`src/qe_pkg.sv`:
```
// Shared types, constants and the arctangent table for the quaternion-to-Euler pipeline.
package qe_pkg;

   localparam int CORDIC_STAGES = 16;
   localparam int TABLE_LEN     = 24;
   localparam int CORDIC_N      = (CORDIC_STAGES > TABLE_LEN) ? TABLE_LEN : CORDIC_STAGES;

   localparam int QW        = 16;  // quaternion part / angle width
   localparam int PW        = 34;  // width of the doubled product sums
   localparam int SW        = 30;  // clamped asin argument
   localparam int RW        = 57;  // radicand for the cosine square root
   localparam int ISQ_BITS  = 29;  // root bits, one per stage
   localparam int CW        = 37;  // CORDIC x/y datapath
   localparam int ZW        = 25;  // CORDIC angle accumulator, 2^-20 rad
   localparam int FRONT_LAT = 4;
   localparam int CORDIC_LAT = CORDIC_N + 2;
   localparam int PIPE_LAT  = FRONT_LAT + ISQ_BITS + CORDIC_LAT;

   localparam logic signed [ZW-1:0] PI_FINE     = ZW'(3294199);
   localparam logic signed [ZW-1:0] TWO_PI_FINE = ZW'(6588398);
   localparam logic signed [15:0]   PI_Q13      = 16'sd25736;
   localparam logic signed [15:0]   HALF_PI_Q13 = 16'sd12868;
   localparam logic signed [17:0]   TWO_PI_Q13  = 18'sd51472;
   localparam logic signed [PW-1:0] ONE_Q28     = PW'(64'sd268435456);
   localparam logic signed [SW-1:0] S_MAX       = SW'(64'sd268435456);
   localparam logic [RW-1:0]        ONE_Q56     = RW'(1) << 56;

   typedef struct packed {
      logic signed [PW-1:0] rn;
      logic signed [PW-1:0] rd;
      logic signed [PW-1:0] yn;
      logic signed [PW-1:0] yd;
      logic signed [SW-1:0] s;
      logic signed [QW-1:0] h;
   } qe_ops_type;

   function automatic logic signed [ZW-1:0] atan_fine(input int idx);
      logic signed [ZW-1:0] v;
      case (idx)
         0: v = ZW'(823550);
         1: v = ZW'(486170);
         2: v = ZW'(256879);
         3: v = ZW'(130396);
         4: v = ZW'(65451);
         5: v = ZW'(32757);
         6: v = ZW'(16383);
         7: v = ZW'(8192);
         8: v = ZW'(4096);
         9: v = ZW'(2048);
         10: v = ZW'(1024);
         11: v = ZW'(512);
         12: v = ZW'(256);
         13: v = ZW'(128);
         14: v = ZW'(64);
         15: v = ZW'(32);
         16: v = ZW'(16);
         17: v = ZW'(8);
         18: v = ZW'(4);
         19: v = ZW'(2);
         20: v = ZW'(1);
         21: v = ZW'(1);
         default: v = '0;
      endcase
      return v;
   endfunction

endpackage

```
`src/qe_cordic.sv`:
```
// Pipelined vectoring CORDIC atan2 with quadrant fold, wrap, rounding and clamp to Q3.13.
module qe_cordic import qe_pkg::*; (
   input  logic                 clock,
   input  logic                 en,
   input  logic signed [CW-1:0] y_in,
   input  logic signed [CW-1:0] x_in,
   output logic signed [QW-1:0] angle
);
   logic signed [CW-1:0] x_ff [0:CORDIC_N];
   logic signed [CW-1:0] y_ff [0:CORDIC_N];
   logic signed [ZW-1:0] z_ff [0:CORDIC_N];
   logic                 zero_ff [0:CORDIC_N];
   logic signed [ZW-1:0] zw;
   logic signed [17:0]   q;
   logic signed [QW-1:0] angle_ff;

   always_ff @(posedge clock) begin
      if (en) begin
         zero_ff[0] <= (x_in == '0) && (y_in == '0);
         if (x_in < 0) begin
            x_ff[0] <= -x_in;
            y_ff[0] <= -y_in;
            z_ff[0] <= (y_in >= 0) ? PI_FINE : -PI_FINE;
         end else begin
            x_ff[0] <= x_in;
            y_ff[0] <= y_in;
            z_ff[0] <= '0;
         end
      end
   end

   for (genvar i = 0; i < CORDIC_N; i++) begin : g_rot
      always_ff @(posedge clock) begin
         if (en) begin
            zero_ff[i+1] <= zero_ff[i];
            if (y_ff[i] >= 0) begin
               x_ff[i+1] <= x_ff[i] + (y_ff[i] >>> i);
               y_ff[i+1] <= y_ff[i] - (x_ff[i] >>> i);
               z_ff[i+1] <= z_ff[i] + atan_fine(i);
            end else begin
               x_ff[i+1] <= x_ff[i] - (y_ff[i] >>> i);
               y_ff[i+1] <= y_ff[i] + (x_ff[i] >>> i);
               z_ff[i+1] <= z_ff[i] - atan_fine(i);
            end
         end
      end
   end

   always_comb begin
      zw = z_ff[CORDIC_N];
      if (zw > PI_FINE)       zw = zw - TWO_PI_FINE;
      else if (zw < -PI_FINE) zw = zw + TWO_PI_FINE;
      q = 18'((zw + ZW'(64)) >>> 7);
   end

   always_ff @(posedge clock) begin
      if (en) begin
         if (zero_ff[CORDIC_N])      angle_ff <= '0;
         else if (q > 18'(PI_Q13))   angle_ff <= PI_Q13;
         else if (q < -18'(PI_Q13))  angle_ff <= -PI_Q13;
         else                        angle_ff <= q[QW-1:0];
      end
   end

   assign angle = angle_ff;
endmodule

```
`config.mk`:
```
export PLATFORM = sky130hd
export DESIGN_NAME = qe_cordic
export DESIGN_NICKNAME = d
export VERILOG_FILES = /design/src/qe_pkg.sv /design/src/qe_cordic.sv
export SDC_FILE = /design/constraint.sdc
export NUM_CORES = 2
export LEC_CHECK = 0
export ABC_CLOCK_PERIOD_IN_PS = 14800
export CORE_UTILIZATION = 40
export DETAILED_ROUTE_END_ITERATION = 6
export DONT_BUFFER_PORTS = 1
export GPL_TIMING_DRIVEN = 0
export SLEW_MARGIN = 20
export SYNTH_ARGS = -nofsm -noshare
export SYNTH_HDL_FRONTEND = slang
export SYNTH_SLANG_ARGS = --single-unit
```
`constraint.sdc`:
```
create_clock -name clock -period 14.8 [get_ports clock]
set_input_delay 0.74 -clock clock [delete_from_list [all_inputs] [get_ports clock]]
set_output_delay 0.74 -clock clock [all_outputs]
set_load 0.02 [all_outputs]
```
; Yosys cells after proc, flatten, opt, wreduce, memory -nomap -nowiden
; Memory sizes are Yosys's and may differ from the RTL's.
; Index checks and enable logic that the tools add are counted.
[op_classes]
addsub = 100
multipliers = 0
n_div = 0
n_lt_le_gt_ge = 22
eq_ne = 0
n_shift = 0
mux = 160
bitwise = 51
reduce_logical = 5
[op_table]
columns = cell, count
row1 = $mux W37, 34
row2 = $ge A37 B1 Y1 const B, 17
row3 = $mux W25, 20
row4 = $mux W1, 104
row5 = $add A37 B22 Y37, 2
row6 = $add A37 B23 Y37, 2
row7 = $add A37 B24 Y37, 2
row8 = $add A37 B25 Y37, 2
row9 = $add A37 B26 Y37, 2
row10 = $add A37 B27 Y37, 2
row11 = $add A37 B28 Y37, 2
row12 = $add A37 B29 Y37, 2
row13 = $add A37 B30 Y37, 2
row14 = $add A37 B31 Y37, 2
row15 = $add A37 B32 Y37, 2
row16 = $add A37 B33 Y37, 2
row17 = $add A37 B34 Y37, 2
row18 = $add A37 B35 Y37, 2
row19 = $add A37 B36 Y37, 2
row20 = $logic_not A37 Y1, 2
row21 = $neg A37 Y37, 2
row22 = $sub A37 B22 Y37, 2
row23 = $sub A37 B23 Y37, 2
row24 = $sub A37 B24 Y37, 2
row25 = 57 further kinds, 123
[totals]
regBits = 16
latchBits = 0
ramBits = 1700
mem_bits_ro = 0
in_bits = 76
output_inout_bits = 16
word_cells = 345
memories = 4
[memory_table]
columns = name, depth, word_bits, rd, rd_clocked_by_memory_dff, write_ports, line_no
row1 = x_ff, 17, 37, 16, 0, 17, qe_cordic.sv:9  ; logic signed [CW-1:0] x_ff [0:CORDIC_N];
row2 = y_ff, 17, 37, 16, 0, 17, qe_cordic.sv:10  ; logic signed [CW-1:0] y_ff [0:CORDIC_N];
row3 = z_ff, 17, 25, 17, 0, 17, qe_cordic.sv:11  ; logic signed [ZW-1:0] z_ff [0:CORDIC_N];
row4 = zero_ff, 17, 1, 17, 0, 17, qe_cordic.sv:12  ; logic zero_ff [0:CORDIC_N];

; Depth between registers and ports, before layout
[logic_depth]
ltp_word = 7
ltp_mapped = 24
ltp_nobuf = 24

; Least setup slack after synthesis
; No wires, ideal clock.
[synth_timing]
path_type = input -> register
start = input en
end = memory x_ff[10][36], data pin
setup_time_ns = 0.259
t_arrival_ns = 5.355
t_required_ns = 14.541
path_slack_ns = 9.186
path_stages = 21
path_buffers = 4
path_cell_list = clkbuf_1 clkbuf_1 nand2_1 inv_1 clkbuf_1 clkbuf_1 mux2i_1 fa_1 a21o_1 a21oi_1 o21a_1 nor3b_1 a41o_1 a21oi_1 o21ai_0 o41a_1 a21boi_0 a21oi_1 a211oi_1 a21oi_1 xnor2_1
[synth_rtl]
columns = item, line_no
row1 = "start, declared", qe_cordic.sv:4  ; input logic en,
row2 = "end, declared", qe_cordic.sv:9

==> impl_results.md <==
- First-pass GRT wire length: 511000 µm
- Area growth syn-to-layout: 9.52%
- Core ar.: 315000 µm²
- First drt pass iteration count: 6
- Final period util: 46.7%
- RSZ-0062 raised after global routing: no
- Global Route met1 Usage: 24.9%
- Cell Chain, Critical Path: clkbuf_1, clkbuf_2, buf_12, nand2_1, clkbuf_1, clkbuf_2, o21ai_0, fa_1, a21o_1, a21oi_1, nand2b_1, a21oi_1, o311ai_0, a21oi_1, a211oi_1, o31ai_1, o211ai_1, a21boi_0, o21ai_0, a21oi_1, xnor2_1
- Gr ovfl total: 0
- Synth async-reset ratio: 0%
- Synth top area cells: edfxtp_1 (36%), ha_1 (14%), xnor2_1 (9.1%)
- HPWL after DPL: 269000 µm
- Number of global-route vias before repair: 91949
- Post-Route Skew: 78.9 ps
- Seq/Total Area, Yosys: 36.3%
- Area leader, netlist: edfxtp_1
- Largest net degree at the start of global routing: 60
- Worst r2r src: y_ff[9][36]
- Netlist cell types: 96
- Drt via density: 5.48
- Reg2reg setup slack: 8270 ps
- Post-Synthesis Cells: 13243
- Boundary pin count: 92
- Met2 Use GR: 35.5%
- Max-slew violations: 0
- Slowest cell on the critical path: clkbuf_1
- Post-synth EDFFs: 1531
- Drc violations: 0
- Num CTS Buffers: 181
- Aggregate routed wire length: 332000 µm
- CTS Root Cell: clkbuf_16
- Worst-Skew Late Latency: 900 ps
- Max frequency: 145 MHz
- Crit end category: flop
- Vias: 97250
- CP endpoint: y_ff[10][36]
- Final GP Congestion: 0.927
- FF+latch count, synth: 1531
- Initial Utilization: 40.2%
- CTS Buffer Depth: 4
- Die Y-Extent: 565 µm
- CP Max Fanout: 14
- Min Tclk post-route: 6920 ps
- M3 GR Usage: 2.56%
- Post-CTS resize count: 0
- Ys flop type: edfxtp_1
- Synth Warn #: 0
- Reg area: 46000 µm²
- Slew headroom: 21.4%
- DR iter-0 viols: 6170
- Critical path type: in -> reg
- Worst endpoint required time: 15470 ps
- Most common cell after layout, fill and taps aside: edfxtp_1
- Clk sinks: 1531
- Worst path most repeated cell: a21oi_1
- Grt peak-use layer: met2
- R2R Path End: y_ff[10][36]
- CP Launch Point: en
- # rows: 206
- Proportion of layout cells with a drive suffix above 1: 3.85%
- H-Tree Depth: 4
- Synthesized cell area: 127000 µm²
- Worst-Margin Slew: 1180 ps
- Commonest non-fill, non-tap cells in the layout: edfxtp_1 (1531), ha_1 (1379), xnor2_1 (1312)
- Area share of the largest cell type after synthesis: 36.3%
- Fillers: 30501
- Setup TNS Final: 0 ps
- PortBufs: 0
- Worst-path clk slew: 60 ps
- Area of the multi-input gates: 77300 µm²
- Worst hold path type: in -> reg
- DR WL/cell: 18.7 µm
- CP arrival: 7590 ps
- CP peak stage delay: 750 ps
- GRT Util Overall: 20.1%
- CP Launch Type: input pin
- # setup viols final: 0
- Fin. Hold Viols: 0
- Run status: finished, final reports clean
- Syn nets: 14746
- Syn Area/Cell: 9.56 µm²
- Max_cap viols: 0
- Final Net Count: 14956
- Die ar.: 319000 µm²
- Final ANT Viol Nets: 0
- Die Wd: 565 µm
- R2R depth: 18
- CTS tree: done
- Initial antenna violation count: 4
-- Yosys cell counts (25+ instances only) --
cell	count
edfxtp_1	1531
ha_1	1379
xnor2_1	1312
a21oi_1	1211
nor2_1	1159
nand2_1	780
o21ai_0	772
xor2_1	660
inv_1	652
a21o_1	432
nor3_1	350
nand3_1	234
nand2b_1	201
clkbuf_1	194
o31ai_1	189
o21bai_1	179
o21a_1	162
nor2b_1	161
nor4_1	125
and3_1	119
or3_1	113
a211oi_1	106
o41ai_1	94
a31oi_1	92
and2_1	80
a21boi_0	76
or2_2	70
or4_1	69
nand4_1	65
o211ai_1	55
fa_1	48
mux2i_1	34
mux2_2	33
nand3b_1	29
nor3b_1	29
a211o_1	27
o31a_1	25
-- worst min-delay path by stage --
| stage | slack [ps] | start | end | cells past startpoint |
|---|---|---|---|---|
| detailed placement | 400 | z_ff[9][5] | z_ff[10][5] | 0 |
| global placement | 400 | z_ff[10][1] | z_ff[11][1] | 0 |
| CTS | 0.2 | y_in[16] | y_ff[0][16] | 1 |
| finish | 60 | y_in[16] | y_ff[0][16] | 1 |
| global route | 30 | y_in[16] | y_ff[0][16] | 1 |
| floorplan | 400 | z_ff[9][0] | z_ff[10][0] | 0 |
-- layout make-up --
| cell class | count | area share [%] |
|---|---|---|
| Antenna cell | 1 | 0.00181 |
| Buffer | 218 | 0.663 |
| Clock buffer | 207 | 3.40 |
| Clock inverter | 124 | 1.02 |
| Inverter | 663 | 1.80 |
| Multi-Input combinational cell | 10831 | 55.8 |
| Sequential cell | 1531 | 33.2 |
| Tap cell | 4160 | 3.75 |
| Timing Repair Buffer | 27 | 0.444 |
-- metal layers --
layer	wire, µm	up-vias
met5	13	-
met3	14500	633
met2	161000	1953
li1	-	49228
met4	12800	2
met1	144000	45434
-- worst max-delay path, delay by kind of cell --
family | cells | cell delay, ps
AO/OA/AOI/OAI | 12 | 3230
AND/OR/NAND/NOR | 2 | 290
XOR/XNOR | 1 | 330
buffers and inverters | 5 | 2350
adder cells (fa/ha/maj) | 1 | 470
-- sequential cells by signal, indices dropped and copies added (netlist names) --
name,cells
angle,16
x_ff,541
y_ff,555
z_ff,402
zero_ff,17
-- kinds of logic after synthesis --
logic type	share of synthesized area (%)
compound gates	18.7
xor+xnor	13.7
fa+ha+maj	14.4
buf+inv	2.62
flops	36.3
mux	0.562
simple gates	13.8
-- per-stage QoR --
stage | utilization (%) | area, µm² | std cells | hold WS, ps | worst slack (ps)
after detailed placement | 42.0 | 132000 | 17426 | 405 | 7070
after global placement | 41.8 | 132000 | 17403 | 401 | 4960
final | 44.0 | 139000 | 17762 | 55.5 | 7880
after floorplan | - | 127000 | 13243 | 400 | 9190
after CTS | 44.0 | 139000 | 17761 | 0.222 | 8020
after global routing | 44.0 | 139000 | 17762 | 31.9 | 7630
-- repair_timing --
item	4_1_cts	5_1_grt
hold endpoints to repair	30	0
hold buffers	4	0
buffers inserted	0	0
Power is not shown: default switching activity piles up to over one toggle a cycle in this logic, so the estimate is an artifact.
